File: config.mk
export PLATFORM = sky130hd
export DESIGN_NAME = k3c_queue
export DESIGN_NICKNAME = d
export VERILOG_FILES = /design/src/rtl/core/k3c_pkg.sv /design/src/rtl/core/k3c_queue.sv
export SDC_FILE = /design/constraint.sdc
export NUM_CORES = 1
export LEC_CHECK = 0
export BUFFER_PORTS_ARGS = -buffer_cell sky130_fd_sc_hd__buf_2
export CORE_ASPECT_RATIO = 1.25
export CORE_MARGIN = 2
export CORE_UTILIZATION = 51
export DETAILED_ROUTE_END_ITERATION = 6
export HOLD_SLACK_MARGIN = 0.05
export PLACE_DENSITY = 0.75
export REMOVE_ABC_BUFFERS = 1
export SYNTH_ARGS = -nofsm -noshare
export SYNTH_HDL_FRONTEND = slang
export SYNTH_SLANG_ARGS = --single-unit
File: constraint.sdc
create_clock -name clk -period 2.95 [get_ports clk]
set_input_delay 0.295 -clock clk [delete_from_list [all_inputs] [get_ports clk]]
set_output_delay 0.295 -clock clk [all_outputs]
set_load 0.02 [all_outputs]
File: src/rtl/core/k3c_pkg.sv
// Package of the 3x3 convolution filter: shared widths, the work record that
// travels from the window front end to the arithmetic back end, kernel kinds.
// No dependencies.
package k3c_pkg;

    localparam int PIX_W      = 8;
    localparam int WIDTH_W    = 11;
    localparam int HEIGHT_W   = 13;
    localparam int ROW_W      = 24;
    localparam int CFG_IDX_W  = 3;
    localparam int CFG_DATA_W = 24;
    localparam int CNT_ROW_W  = 14;

    // Register indexes of the configuration port.
    localparam logic [CFG_IDX_W-1:0] REG_IMAGE_WIDTH   = 3'd0;
    localparam logic [CFG_IDX_W-1:0] REG_IMAGE_HEIGHT  = 3'd1;
    localparam logic [CFG_IDX_W-1:0] REG_KERNEL_TOP    = 3'd2;
    localparam logic [CFG_IDX_W-1:0] REG_KERNEL_MIDDLE = 3'd3;
    localparam logic [CFG_IDX_W-1:0] REG_KERNEL_BOTTOM = 3'd4;

    localparam logic [WIDTH_W-1:0]  RESET_WIDTH  = 11'd1024;
    localparam logic [HEIGHT_W-1:0] RESET_HEIGHT = 13'd1024;
    localparam logic [ROW_W-1:0]    RESET_KROW   = 24'h010101;

    // Queue between front and back end.
    localparam int QDEPTH = 4;
    localparam int QPTR_W = $clog2(QDEPTH);
    localparam int QCNT_W = $clog2(QDEPTH + 1);

    // Division by nine as multiply and shift; exact for sums below 2296.
    localparam logic [11:0] RECIP_9     = 12'd3641;
    localparam int          RECIP_SHIFT = 15;

    localparam int MEAN_K   [9] = '{1, 1, 1, 1, 1, 1, 1, 1, 1};
    localparam int GAUSS_K  [9] = '{1, 2, 1, 2, 4, 2, 1, 2, 1};
    localparam int HSOBEL_K [9] = '{1, 2, 1, 0, 0, 0, -1, -2, -1};
    localparam int VSOBEL_K [9] = '{-1, 0, 1, -2, 0, 2, -1, 0, 1};

    typedef enum logic [1:0] {
        KIND_PLAIN,
        KIND_MEAN,
        KIND_GAUSS,
        KIND_SOBEL
    } kind_t;

    // One center position: its window (top row first, left first) and which
    // window rows and columns fall outside the image.
    typedef struct packed {
        logic [8:0][PIX_W-1:0] pix;
        logic                  top_off;
        logic                  bottom_off;
        logic                  left_off;
        logic                  right_off;
        logic                  frame_end;
    } work_t;

    function automatic logic [CNT_ROW_W-1:0] row_inc(input logic [CNT_ROW_W-1:0] r);
        row_inc = (&r) ? r : r + 1'b1;
    endfunction

endpackage

File: src/rtl/core/k3c_queue.sv
// Short queue of work records between the front and back ends.
// Uses k3c_pkg.
module k3c_queue (
    input  logic                       clk,
    input  logic                       rst_n,
    input  logic                       push,
    input  k3c_pkg::work_t             wr_data,
    input  logic                       pop,
    output logic                       rd_valid,
    output k3c_pkg::work_t             rd_data,
    output logic [k3c_pkg::QCNT_W-1:0] count
);
    import k3c_pkg::*;

    work_t             slot_mem [QDEPTH];
    logic [QPTR_W-1:0] wr_ptr_reg, rd_ptr_reg;
    logic [QCNT_W-1:0] count_reg;
    logic              do_pop;

    assign rd_valid = count_reg != '0;
    assign rd_data  = slot_mem[rd_ptr_reg];
    assign count    = count_reg;
    assign do_pop   = pop && rd_valid;

    always_ff @(posedge clk or negedge rst_n)
    begin
        if (!rst_n)
        begin
            wr_ptr_reg <= '0;
            rd_ptr_reg <= '0;
            count_reg  <= '0;
        end
        else
        begin
            if (push)
            begin
                wr_ptr_reg <= wr_ptr_reg + 1'b1;
            end
            if (do_pop)
            begin
                rd_ptr_reg <= rd_ptr_reg + 1'b1;
            end
            if (push && !do_pop)
            begin
                count_reg <= count_reg + 1'b1;
            end
            else if (!push && do_pop)
            begin
                count_reg <= count_reg - 1'b1;
            end
        end
    end

    always_ff @(posedge clk)
    begin
        if (push)
        begin
            slot_mem[wr_ptr_reg] <= wr_data;
        end
    end

endmodule

[Yosys cells after proc, flatten, opt, wreduce, memory -nomap -nowiden]
Memories as Yosys holds them, arrays and structs flattened.
Index checks and enable logic that the tools add are counted.
Word-level totals
  register bits after elaboration: 7
  memory bits (writable): 308
  input port bits: 81
  output and inout port bits: 81
  word-level logic and storage cells: 19
  memories kept: 1
Operators by class
  add/sub/neg operators: 4
  multiplexer cells: 4
  reduce and logical (&&, ||, !) cells: 7
Memories
  slot_mem: words 4, bits a word 77, read ports 1, clocked after memory_dff 0, wr ports 1, line k3c_queue.sv:15  | work_t slot_mem [QDEPTH];
Operators with widths (count)
  3-bit 2-to-1 mux: 2
  2-bit by 1-bit adder with 2-bit output, second input constant: 2
  3-bit by 1-bit adder with 3-bit output, second input constant: 1
  1-bit logical AND: 3
  3-bit nonzero test: 1
  3-bit by 1-bit subtractor with 3-bit output, second input constant: 1
  1-bit logical NOT: 2
  1-bit 2-to-1 mux: 2
  2-bit nonzero test: 1

[Logic depth before layout (Yosys ltp)]
  depth after elaboration: 5
  gate-level depth with buffers: 8
  gate-level depth less buffers: 8

[Worst setup path before layout]
OpenSTA, ideal clock, no wires.
  path type: flip-flop to flip-flop
  start: register wr_ptr_reg[0]
  end: memory slot_mem[0][0] in the netlist's numbering, enable pin
  setup time: 0.443 ns
  arrival time: 2.417 ns
  required time: 2.507 ns
  setup slack: 0.090 ns
  cell stages (with the launch flop): 4
  buffers on the path: 0
  period minus slack after synthesis: 2.860 ns
  path through: dfrtp_1 inv_1 ha_1 and2_1
RTL lines
  start: declaration: line k3c_queue.sv:16  | logic [QPTR_W-1:0] wr_ptr_reg, rd_ptr_reg;
  start signal: assignment: line k3c_queue.sv:37  | wr_ptr_reg <= wr_ptr_reg + 1'b1;
  end: declaration: line k3c_queue.sv:15
No word-level cell before the write port.

==> out/results.tsv <==
stage	metric	value	unit
timing	Worst-Margin Slew	640	ps
detailed_routing	DRC	0	
yosys	register area share after synthesis	0.819	
timing	RSZ-0062 raised after global routing	false	
yosys	#FFs+latches synth	315	
layout	Final Non-Filler Cells	1003	
layout	Register Area	9430	um2
detailed_routing	M1 WL	8580	um
layout	Layout Nets	785	
yosys	most frequent cell after synthesis	edfxtp_1	
power	Flop pwr share	0.444	
timing	final hold violations	0	
detailed_routing	Pre-antenna DRT Iters	4	
power	Psw	4400	uW
placement	post-place setup slack	808	ps
setup_path	RR Startpoint	count[0]	
floorplan	FP Rows	61	
yosys	most frequent cells after synthesis	edfxtp_1 (308), mux4_2 (77), buf_2 (7), dfrtp_1 (7), ha_1 (5)	
yosys	Synth Area per Inst	26.4	um2
yosys	ys flop type	edfxtp_1	
power	Pwr Density	984	nW/um2
worst_hold_path	worst hold path startpoint	push	
clock_tree	clock sinks	315	
placement	Placed Cells	871	
worst_hold_path	Min-Delay Path Class	input port to register	
timing	fmax	381	MHz
yosys	EDFF count, synth	308	
detailed_routing	antenna-violating nets left	0	
timing	Worst Skew	8.72	ps
timing	pins over their slew limit	0	
power	Lkg Pwr	0.00498	uW
detailed_routing	met3 WL	912	um
detailed_routing	DRT Wirelength	21200	um
detailed_routing	vias per inst	5.37	
detailed_routing	WL per Instance	21.2	um
floorplan	core footprint	22200	um2
power	clock share of power	0.245	
floorplan	Initial Util	0.518	
grt	GRT Resource Usage Total	0.178	
grt	largest net degree at the start of global routing	45	
detailed_routing	DR vias	5391	
yosys	count of different cell masters after synthesis	20	
yosys	cell area after synthesis	11500	um2
layout	Multi-input gate area	1940	um2
setup_path	Crit Path Class	register to output port	
worst_hold_path	Worst Hold End	wr_ptr_reg[0]	
power	Max VDD drop	0.681	mV
grt	first-pass GRT wire length	32600	um
placement	Port Buffer Count	161	
timing	Final min period	2620	ps
power	Int Power	9740	uW
outcome	outcome	finished clean	
layout	Final Util	0.647	
setup_path	R2R setup slack	780	ps
yosys	gate count of the mapped netlist	436	
placement	GP Congestion	0.689	
clock_tree	CTS-repair resized insts	0	
clock_tree	Root Driver	clkbuf_16	
layout	fill count	1419	
setup_path	Critical Path RT	2650	ps
yosys	Async SR Flop Fraction	0.0222	
grt	grt ovf	0	
clock_tree	Reg clk slew, reported paths	60	ps
timing	worst setup margin	328	ps
floorplan	Die H	172	um
power	sw frac	0.311	
detailed_routing	DR iter-0 viols	342	
yosys	top-area cell type share of the netlist area	0.804	
clock_tree	Longest Clk Path Bufs	3	
setup_path	RR Endpoint	count[2]	
timing	Final setup viols	0	
floorplan	Die Width	138	um
layout	area grow syn2layout	25.0	%
placement	DP Wirelength	12200	um
grt	initial antenna violation count	1	
detailed_routing	Top Layer Used	met5	
floorplan	# IOs	162	
setup_path	Worst setup EP type	output port	
floorplan	Die Area	23800	um2
clock_tree	TritonCTS clock tree	done	
setup_path	Crit Path Max Fanout	23	
yosys	Synth warnings	0	
power	Comb power frac	0.311	
worst_hold_path	Hold Crit Depth	2	
setup_path	Worst setup SP type	register	
layout	Largest register FFs	308	
timing	final worst-path cycle share	0.889	
clock_tree	Num CTS Buffers	29	
clock_tree	worst skew pair latency	520	ps
yosys	top post-synthesis cells by area	edfxtp_1 (80%), mux4_2 (15%), dfrtp_1 (1.5%)	
yosys	area leader, netlist	edfxtp_1	
detailed_routing	met2 routed WL	11300	um
setup_path	reg2reg path depth	8	
timing	relative slew slack	0.573	
layout	layout cell share with drive strength beyond 1	0.410	
grt	vias in the first global route	5843	
flow_run	max-cap viol count	0	
clock_tree	htree depth	1	
setup_path	CP arrival	2330	ps
==> worst max-delay path: stages (launching register included) <==
cell and delay [ps]:
dfrtp_4 740, buf_4 340, mux4_2 530, buf_2 180
==> worst max-delay path by stage <==
stage / start / end / slack [ps]
after CTS: rd_ptr_reg[0] / rd_data[69] / 230
final: rd_ptr_reg[0] / rd_data[69] / 330
after floorplan: rd_ptr_reg[0] / rd_data[0] / -1150
after global routing: rd_ptr_reg[0] / rd_data[24] / 140
after global placement: rd_ptr_reg[0] / rd_data[3] / 830
after detailed placement: rd_ptr_reg[0] / rd_data[69] / 810
==> cell type report <==
class | count | share of cell area
inverter | 3 | 0.000783
timing repair buffer | 249 | 0.122
antenna | 1 | 0.000174
clock buffer | 34 | 0.0518
sequential | 315 | 0.656
tap | 283 | 0.0246
multi-input combinational | 100 | 0.135
clock inverter | 18 | 0.00966
==> stage by stage <==
step	instance area, um2	total power, uW	setup TNS (ps)	hold slack (ps)
global placement	12700	10600	0	138
CTS	14400	14300	0	67.9
detailed placement	12700	10800	0	142
finish	14400	14100	0	99.1
floorplan	11400	9290	-90000	-0.591
global route	14400	14800	0	83.1
==> metal layers <==
layer | global-route usage | vias up
met3 | 0.0288 | 28
li1 | - | 2391
met5 | 0 | -
met2 | 0.316 | 142
met1 | 0.231 | 2828
met4 | 0.0541 | 2
==> cells by family (layout without fill, tap and decap cells) <==
group                      after synthesis  count (layout)  share of synthesized area
DFF                                    315             315                      0.819
muxes                                   78              78                      0.152
buffers and inverters                   21             304                     0.0124
and+or+nand+nor                          9               9                    0.00413
adders and majority gates                6               6                    0.00718
xor gates and xnor gates                 6               6                    0.00457
AOI/OAI and AO/OA                        1               1                   0.000435
other                                    0               1                          0
==> layout by cell type (no fill, tap or decap) <==
master | Yosys | final
ha_1 | 5 | 5
mux2_2 | 1 | 1
nand2_1 | 2 | 2
buf_2 | 7 | 161
dfrtp_4 | 0 | 2
dfrtp_1 | 7 | 5
mux4_2 | 77 | 77
xnor2_1 | 3 | 3
o21ai_0 | 1 | 1
edfxtp_1 | 308 | 308
diode_2 | 0 | 1
buf_4 | 4 | 2
inv_6 | 0 | 1
inv_1 | 3 | 3
bufinv_16 | 0 | 2
nand3_1 | 1 | 1
and2_4 | 0 | 4
fa_1 | 1 | 1
xor2_1 | 3 | 3
clkinv_2 | 0 | 8
clkinvlp_4 | 0 | 1
dlygate4sd3_1 | 0 | 79
or3_1 | 1 | 1
clkinv_1 | 0 | 6
clkbuf_16 | 0 | 29
nor2_1 | 1 | 1
buf_12 | 2 | 7
clkbuf_1 | 4 | 5
==> power by group through the flow <==
stage | Clock (uW) | Sequential [uW] | Combinational (uW)
final | 3470 | 6280 | 4400
after global routing | 3720 | 6370 | 4690
after CTS | 3540 | 6300 | 4500
after detailed placement | 0 | 6380 | 4390
after global placement | 0 | 6320 | 4320
after floorplan | 0 | 6530 | 2760
==> timing repair <==
action / CTS / global route
setup buffers: 0 / 0
endpoints found under the hold margin: 316 / 0
hold buffers: 79 / 0
Power figures use the tool's default switching activity.
