`config.mk`:
```
export PLATFORM = sky130hd
export DESIGN_NAME = k3c_back_flat
export DESIGN_NICKNAME = d
export VERILOG_FILES = /design/src/rtl/core/k3c_pkg.sv /design/src/rtl/core/k3c_stream_if.sv /design/src/rtl/core/k3c_back.sv /design/src/flat_wrapper.sv
export SDC_FILE = /design/constraint.sdc
export NUM_CORES = 2
export LEC_CHECK = 0
export BUFFER_PORTS_ARGS = -buffer_cell sky130_fd_sc_hd__buf_2
export CORE_MARGIN = 5
export CORE_UTILIZATION = 50
export CTS_BUF_LIST = sky130_fd_sc_hd__clkbuf_8
export DETAILED_ROUTE_END_ITERATION = 8
export PLACE_DENSITY = 0.67
export SLEW_MARGIN = 25
export SYNTH_ARGS = -nofsm -noshare
export SYNTH_HDL_FRONTEND = slang
export SYNTH_SLANG_ARGS = --single-unit
```
`constraint.sdc`:
```
create_clock -name clk -period 20.1 [get_ports clk]
set_clock_uncertainty 0.15 [all_clocks]
set_input_delay 6.03 -clock clk [delete_from_list [all_inputs] [get_ports clk]]
set_output_delay 6.03 -clock clk [all_outputs]
set_load 0.03 [all_outputs]
```
`src/rtl/core/k3c_pkg.sv`:
```
// Package of the 3x3 convolution filter: shared widths, the work record that
// travels from the window front end to the arithmetic back end, kernel kinds.
// No dependencies.
package k3c_pkg;

    localparam int PIX_W      = 8;
    localparam int WIDTH_W    = 11;
    localparam int HEIGHT_W   = 13;
    localparam int ROW_W      = 24;
    localparam int CFG_IDX_W  = 3;
    localparam int CFG_DATA_W = 24;
    localparam int CNT_ROW_W  = 14;

    // Register indexes of the configuration port.
    localparam logic [CFG_IDX_W-1:0] REG_IMAGE_WIDTH   = 3'd0;
    localparam logic [CFG_IDX_W-1:0] REG_IMAGE_HEIGHT  = 3'd1;
    localparam logic [CFG_IDX_W-1:0] REG_KERNEL_TOP    = 3'd2;
    localparam logic [CFG_IDX_W-1:0] REG_KERNEL_MIDDLE = 3'd3;
    localparam logic [CFG_IDX_W-1:0] REG_KERNEL_BOTTOM = 3'd4;

    localparam logic [WIDTH_W-1:0]  RESET_WIDTH  = 11'd1024;
    localparam logic [HEIGHT_W-1:0] RESET_HEIGHT = 13'd1024;
    localparam logic [ROW_W-1:0]    RESET_KROW   = 24'h010101;

    // Queue between front and back end.
    localparam int QDEPTH = 4;
    localparam int QPTR_W = $clog2(QDEPTH);
    localparam int QCNT_W = $clog2(QDEPTH + 1);

    // Division by nine as multiply and shift; exact for sums below 2296.
    localparam logic [11:0] RECIP_9     = 12'd3641;
    localparam int          RECIP_SHIFT = 15;

    localparam int MEAN_K   [9] = '{1, 1, 1, 1, 1, 1, 1, 1, 1};
    localparam int GAUSS_K  [9] = '{1, 2, 1, 2, 4, 2, 1, 2, 1};
    localparam int HSOBEL_K [9] = '{1, 2, 1, 0, 0, 0, -1, -2, -1};
    localparam int VSOBEL_K [9] = '{-1, 0, 1, -2, 0, 2, -1, 0, 1};

    typedef enum logic [1:0] {
        KIND_PLAIN,
        KIND_MEAN,
        KIND_GAUSS,
        KIND_SOBEL
    } kind_t;

    // One center position: its window (top row first, left first) and which
    // window rows and columns fall outside the image.
    typedef struct packed {
        logic [8:0][PIX_W-1:0] pix;
        logic                  top_off;
        logic                  bottom_off;
        logic                  left_off;
        logic                  right_off;
        logic                  frame_end;
    } work_t;

    function automatic logic [CNT_ROW_W-1:0] row_inc(input logic [CNT_ROW_W-1:0] r);
        row_inc = (&r) ? r : r + 1'b1;
    endfunction

endpackage

```
`src/rtl/core/k3c_stream_if.sv`:
```


interface k3c_res_if;
    logic                      valid;
    logic                      ready;
    logic [k3c_pkg::PIX_W-1:0] pixel_out;
    logic                      frame_end;

    modport source (output valid, output pixel_out, output frame_end, input ready);
    modport sink (input valid, input pixel_out, input frame_end, output ready);
endinterface

```
`src/rtl/core/k3c_back.sv`:
```
// Back end: nine products, row sums, total, kernel dependent scaling and
// clamping, with the output register. Uses k3c_pkg and k3c_res_if.
module k3c_back #(
    parameter int COEF_BITS = 8
) (
    input  logic                       clk,
    input  logic                       rst_n,
    input  logic [k3c_pkg::ROW_W-1:0]  kernel_row_top,
    input  logic [k3c_pkg::ROW_W-1:0]  kernel_row_middle,
    input  logic [k3c_pkg::ROW_W-1:0]  kernel_row_bottom,
    input  logic                       q_valid,
    input  k3c_pkg::work_t             work,
    output logic                       pop,
    k3c_res_if.source                  results
);
    import k3c_pkg::*;

    localparam int EXT = 3 * COEF_BITS;
    localparam int PW  = COEF_BITS + PIX_W + 1;
    localparam int RSW = PW + 2;
    localparam int SW  = PW + 4;

    logic [EXT-1:0]              ext_rows [3];
    logic signed [COEF_BITS-1:0] coef [9];
    logic                        is_mean, is_gauss, is_hsobel, is_vsobel;
    kind_t                       kind_reg, kind_next;

    logic                 en;
    logic                 v1_reg, v2_reg, v3_reg, out_valid_reg;
    logic                 e1_reg, e2_reg, e3_reg, out_end_reg;
    logic signed [PW-1:0]  prod_reg [9];
    logic signed [PW-1:0]  prod_next [9];
    logic signed [RSW-1:0] rsum_reg [3];
    logic signed [SW-1:0]  sum_reg;
    logic [PIX_W-1:0]      out_pix_reg, pix_next;
    logic [23:0]           mean_prod;
    logic signed [SW-1:0]  q, mag;

    assign ext_rows[0] = EXT'(kernel_row_top);
    assign ext_rows[1] = EXT'(kernel_row_middle);
    assign ext_rows[2] = EXT'(kernel_row_bottom);

    always_comb
    begin
        is_mean   = 1'b1;
        is_gauss  = 1'b1;
        is_hsobel = 1'b1;
        is_vsobel = 1'b1;
        for (int n = 0; n < 9; n++)
        begin
            coef[n] = $signed(ext_rows[n / 3][(n % 3) * COEF_BITS +: COEF_BITS]);
            if (int'(coef[n]) != MEAN_K[n])   is_mean   = 1'b0;
            if (int'(coef[n]) != GAUSS_K[n])  is_gauss  = 1'b0;
            if (int'(coef[n]) != HSOBEL_K[n]) is_hsobel = 1'b0;
            if (int'(coef[n]) != VSOBEL_K[n]) is_vsobel = 1'b0;
        end
        priority if (is_mean)                kind_next = KIND_MEAN;
        else if (is_gauss)                   kind_next = KIND_GAUSS;
        else if (is_hsobel || is_vsobel)     kind_next = KIND_SOBEL;
        else                                 kind_next = KIND_PLAIN;
    end

    // Window taps outside the image contribute nothing.
    always_comb
    begin
        for (int n = 0; n < 9; n++)
        begin
            if ((n / 3 == 0 && work.top_off) || (n / 3 == 2 && work.bottom_off) ||
                (n % 3 == 0 && work.left_off) || (n % 3 == 2 && work.right_off))
            begin
                prod_next[n] = '0;
            end
            else
            begin
                prod_next[n] = PW'(coef[n]) * PW'($signed({1'b0, work.pix[n]}));
            end
        end
    end

    assign en      = !out_valid_reg || results.ready;
    assign pop     = en;

    always_comb
    begin
        mean_prod = 24'(sum_reg[11:0]) * 24'(RECIP_9);
        mag       = (sum_reg < 0) ? -sum_reg : sum_reg;
        unique case (kind_reg)
            KIND_MEAN:  q = $signed(SW'(mean_prod >> RECIP_SHIFT));
            KIND_GAUSS: q = sum_reg >>> 4;
            KIND_SOBEL: q = mag >>> 2;
            KIND_PLAIN: q = sum_reg;
            default:    q = sum_reg;
        endcase
        if (q < 0)
        begin
            pix_next = '0;
        end
        else if (q > $signed(SW'(255)))
        begin
            pix_next = '1;
        end
        else
        begin
            pix_next = q[PIX_W-1:0];
        end
    end

    always_ff @(posedge clk or negedge rst_n)
    begin
        if (!rst_n)
        begin
            kind_reg      <= KIND_MEAN;
            v1_reg        <= 1'b0;
            v2_reg        <= 1'b0;
            v3_reg        <= 1'b0;
            out_valid_reg <= 1'b0;
        end
        else
        begin
            kind_reg <= kind_next;
            if (en)
            begin
                v1_reg        <= q_valid;
                v2_reg        <= v1_reg;
                v3_reg        <= v2_reg;
                out_valid_reg <= v3_reg;
            end
        end
    end

    always_ff @(posedge clk)
    begin
        if (en)
        begin
            prod_reg <= prod_next;
            e1_reg   <= work.frame_end;
            for (int i = 0; i < 3; i++)
            begin
                rsum_reg[i] <= RSW'(prod_reg[3 * i]) + RSW'(prod_reg[3 * i + 1]) +
                               RSW'(prod_reg[3 * i + 2]);
            end
            e2_reg      <= e1_reg;
            sum_reg     <= SW'(rsum_reg[0]) + SW'(rsum_reg[1]) + SW'(rsum_reg[2]);
            e3_reg      <= e2_reg;
            out_pix_reg <= pix_next;
            out_end_reg <= e3_reg;
        end
    end

    assign results.valid     = out_valid_reg;
    assign results.pixel_out = out_pix_reg;
    assign results.frame_end = out_end_reg;

endmodule

```
`src/flat_wrapper.sv`:
```
// flat-port wrapper written by rule: the top's interface ports become plain ports
module k3c_back_flat import k3c_pkg::*;
#(
    parameter int COEF_BITS = 8
)
  (clk, rst_n, kernel_row_top, kernel_row_middle, kernel_row_bottom, q_valid, work, pop, results_valid, results_pixel_out, results_frame_end, results_ready);
  k3c_res_if results_i ();
  input  logic clk;
  input  logic rst_n;
  input  logic [k3c_pkg::ROW_W-1:0] kernel_row_top;
  input  logic [k3c_pkg::ROW_W-1:0] kernel_row_middle;
  input  logic [k3c_pkg::ROW_W-1:0] kernel_row_bottom;
  input  logic q_valid;
  input  k3c_pkg::work_t work;
  output logic pop;
  output wire logic [$bits(results_i.valid)-1:0] results_valid;
  output wire logic [$bits(results_i.pixel_out)-1:0] results_pixel_out;
  output wire logic [$bits(results_i.frame_end)-1:0] results_frame_end;
  input wire logic [$bits(results_i.ready)-1:0] results_ready;
  assign results_valid = results_i.valid;
  assign results_pixel_out = results_i.pixel_out;
  assign results_frame_end = results_i.frame_end;
  assign results_i.ready = results_ready;
  k3c_back #(.COEF_BITS(COEF_BITS)) u_core (.clk(clk), .rst_n(rst_n), .kernel_row_top(kernel_row_top), .kernel_row_middle(kernel_row_middle), .kernel_row_bottom(kernel_row_bottom), .q_valid(q_valid), .work(work), .pop(pop), .results(results_i));
endmodule
```
======== Word-level counts from Yosys, hierarchy flattened ========
Memories as Yosys holds them, arrays and structs flattened.
Cells that the tools add are included.
storage, ports and cells
  register bits ........................... 192
  latch bits .............................. 0
  RAM bits ................................ 57
  memory bits (read-only) ................. 0
  input bits .............................. 153
  output and inout port bits .............. 11
  word-level logic and storage cells ...... 118
  memories kept ........................... 1
cells by class
  add/subtract/negate cells ............... 9
  $mul .................................... 10
  div/mod/pow operators ................... 0
  order comparisons ....................... 3
  eq/ne operators ......................... 22
  shifts and indexed selects .............. 0
  multiplexer cells ....................... 40
  bitwise operators ....................... 0
  reduce and logical (&&, ||, !) cells .... 13
memories
  name             depth  bits a word  read ports  clocked after memory_dff  write ports  RTL line        source
  u_core.rsum_reg  3      19           3           0                         3            k3c_back.sv:33  logic signed [RSW-1:0] rsum_reg [3];
operators with widths
  operator                  count
  $reduce_bool A32 Y1       5
  $mul A8 B9 Y17            9
  $ne A8 B2 Y1 const B      11
  $pmux W21 S4              1
  $add A18 B17 Y19          3
  $add A17 B17 Y18          3
  $lt A21 B1 Y1 const B     2
  $mux W1                   34
  $ne A8 B3 Y1 const B      4
  $mul A12 B12 Y24 const B  1
  $ne A8 B1 Y1 const B      3
  $add A20 B19 Y21          1
  $gt A21 B9 Y1 const B     1
  $mux W21                  1
  $neg A21 Y21              1
  $add A19 B19 Y20          1
  $mux W8                   1
  $ne A8 B4 Y1 const B      1
  $logic_or A1 B1 Y1        6
  $mux W2                   3
  $eq A2 B2 Y1 const B      2
  $eq A2 B1 Y1 const B      1
  $logic_not A2 Y1          1
  $logic_not A1 Y1          1

======== Logic depth before layout (Yosys ltp) ========
  depth after elaboration ................. 14
  gate-level depth with buffers ........... 22
  gate-level depth less buffers ........... 21

======== Worst setup path before layout ========
Ideal clock, no wire load.
  kind .................................... in2out
  start ................................... in results_ready
  end ..................................... out pop
  data arrival time ....................... 12145 ps
  data required time ...................... 13920 ps
  path slack .............................. 1775 ps
  cell stages on the path ................. 1
  path buffers ............................ 0
  path through ............................ nand2b_1
on the way
  longest elaborated chain between the ends .. 1
RTL lines
  item                RTL line            source
  start, declared     flat_wrapper.sv:19  input wire logic [$bits(results_i.ready)-1:0] results_ready;
  $logic_or A1 B1 Y1  k3c_back.sv:80      assign en = !out_valid_reg || results.ready;
  end, declared       flat_wrapper.sv:15  output logic pop;
Every way passes these cells.

======== Final worst setup path ========
Same ends and word-level chain as after synthesis.

==> results.json <==
{
  "period_needed_ns": 13.27,
  "outcome": "finished, final reports clean",
  "drive_gt1_frac": 0.0743,
  "dieArea_mm2": 0.0756,
  "post-cts-setup-buffers": 0,
  "synth_seq_cells": 249,
  "cts_buffers": 44,
  "regToRegStartpoint": "u_core.sum_reg[7]$_DFFE_PP_",
  "multi_input_area_mm2": 0.0251,
  "wire_per_inst_um": 16.1,
  "antenna_found_initial": 17,
  "dieHeight_um": 275,
  "dp_hpwl_mm": 62.1,
  "first_pass_iters": 7,
  "cts.hold.buffers_added": 0,
  "seq_area_frac_synth": 0.212,
  "crit_start": "results_ready",
  "grt_pass1_wl_mm": 125,
  "cts.clk_slew.worst_paths_ns": 0.06,
  "largest_reg_flops": 153,
  "async_flop_share": 0.0241,
  "yosysUniqueCellTypes": 82,
  "min_from": "u_core.e3_reg$_DFFE_PP_",
  "path_max_fanout": 57,
  "rsz0062_at_grt": "no",
  "final_common_cell": "inv_1",
  "grt_util_all_layers": 0.203,
  "period_share": 0.660,
  "crit_chain": "buf_2 > nand2b_4 > buf_2",
  "postSynthAreaPerCell_um2": 10.0,
  "synth-edff-count": 243,
  "synth_area_mm2": 0.0351,
  "synthCells": 3511,
  "io-pin-count": 164,
  "final_hold_viol_count": 0,
  "grt_pass1_vias": 24600,
  "required_ns": 13.92,
  "coreArea_mm2": 0.0699,
  "critical_path_class": "input port to primary output",
  "finalSetupViolations": 0,
  "grt_max_degree": 193,
  "overflow": 0,
  "place.gp.congestion": 0.851,
  "worstSetupStartpointType": "input port",
  "maxCapViolations": 0,
  "area_growth_pct": 7.61,
  "drc": 0,
  "final_cell_mix": "614 x inv_1, 539 x ha_1, 435 x fa_1",
  "hold_class": "flip-flop to flip-flop",
  "synthFlopType": "edfxtp_1",
  "end_kind": "primary output",
  "cpMostUsedCell": "buf_2",
  "port_buffers": 163,
  "cts_buffer_depth": 3,
  "finalSetupTns_ns": 0,
  "clk_latency_ns": 0.60,
  "yosys_warnings": 0,
  "fillers": 6364,
  "start_util": 0.502,
  "wl_mm": 74.8,
  "cts_tree": "yes",
  "cts.sinks": 249,
  "fin_nets": 4786,
  "maxSlewHeadroom": 0.306,
  "syn_nets": 4638,
  "worst_pin_slew_ns": 1.04,
  "cts_root_buf": "clkbuf_8",
  "hold_depth": 0,
  "drv_slew": 0,
  "worstPathArrival_ns": 7.09,
  "postRouteAntennaNets": 0,
  "row_count": 97,
  "rr_worst_depth": 19,
  "layout.area.seq_mm2": 0.00745,
  "die_w_um": 275,
  "drt_iter0_drc": 1281,
  "vias_per_cell": 5.15,
  "clock.fmax_mhz": 75.4,
  "crit_slowest_cell": "nand2b_4",
  "h-tree-depth": 2,
  "via_count": 23900,
  "slowest_delay_ns": 0.58,
  "cts_resized": 0
}
[area by class of cell]
class	instances	area share
Antenna cell	9	0.000596
Multi-Input combinational cell	2598	0.665
Sequential cell	249	0.197
Inverter	602	0.0598
Clock inverter	32	0.00768
Timing Repair Buffer	164	0.0221
Clock buffer	45	0.0164
Tap cell	940	0.0311
[through the flow]
step	instance area [um2]	setup WS, ns	utilization	cells	hold WS (ns)
after floorplan	35100	1.78	-	3511	0.250
after global placement	36900	6.81	0.527	4553	0.253
after detailed placement	36900	6.81	0.527	4553	0.257
after CTS	37800	6.81	0.540	4630	0.270
after global routing	37800	6.74	0.540	4632	0.271
final	37800	6.83	0.541	4639	0.268
[kinds of logic (layout without fill, tap and decap cells)]
kind of cell,count (synthesis),after routing,share of synthesized area
AND/OR/NAND/NOR,1113,1113,0.165
AO/OA/AOI/OAI,344,344,0.0655
flip-flops,249,249,0.212
buffers and inverters,664,843,0.0723
other,0,9,0
XOR/XNOR,154,154,0.0384
adder cells (fa/ha/maj),974,974,0.440
multiplexers,13,13,0.00641
[worst paths after layout]
path	end	slack (ns)
max	pop	6.83
min	u_core.results.frame_end$_DFFE_PP_	0.27
max reg2reg	u_core.results.pixel_out[1]$_SDFFCE_PP0P_	14.27
min reg2reg	u_core.results.frame_end$_DFFE_PP_	0.27
max in group asynchronous	u_core.kind_reg[0]$_DFF_PN1_	14.41
min in group asynchronous	u_core.v1_reg$_DFFE_PN0P_	5.14
[routing by layer]
metal	vias up	GRT usage	wire length, um	share of wire
li1	11800	-	-	-
met1	11600	0.277	34100	0.46
met2	392	0.339	35500	0.47
met3	106	0.0358	3590	0.048
met4	18	0.0477	1480	0.020
met5	-	0	127	0.0017
[critical path, delay by kind of cell]
family / cells / cell delay (ns)
buffers and inverters: 2 / 0.43
AND/OR/NAND/NOR: 1 / 0.58
[cell usage after synthesis, types with 17 or more instances]
cell	count	area (um2)
nor2_1	187	702
nand2_1	270	1010
inv_1	601	2260
or3_1	26	163
ha_1	539	6740
nand2b_1	69	432
nor4_1	17	106
and2_1	323	2020
and3_1	18	113
xor2_1	49	429
nor3_1	66	330
o21ai_0	73	365
nor2b_1	47	294
xnor2_1	105	920
clkbuf_1	54	203
a21o_1	45	338
edfxtp_1	243	7300
a21oi_1	78	390
nand3_1	37	185
fa_1	435	8710
Power is not shown: default switching activity piles up to over one toggle a cycle in this logic, so the estimate is an artifact.
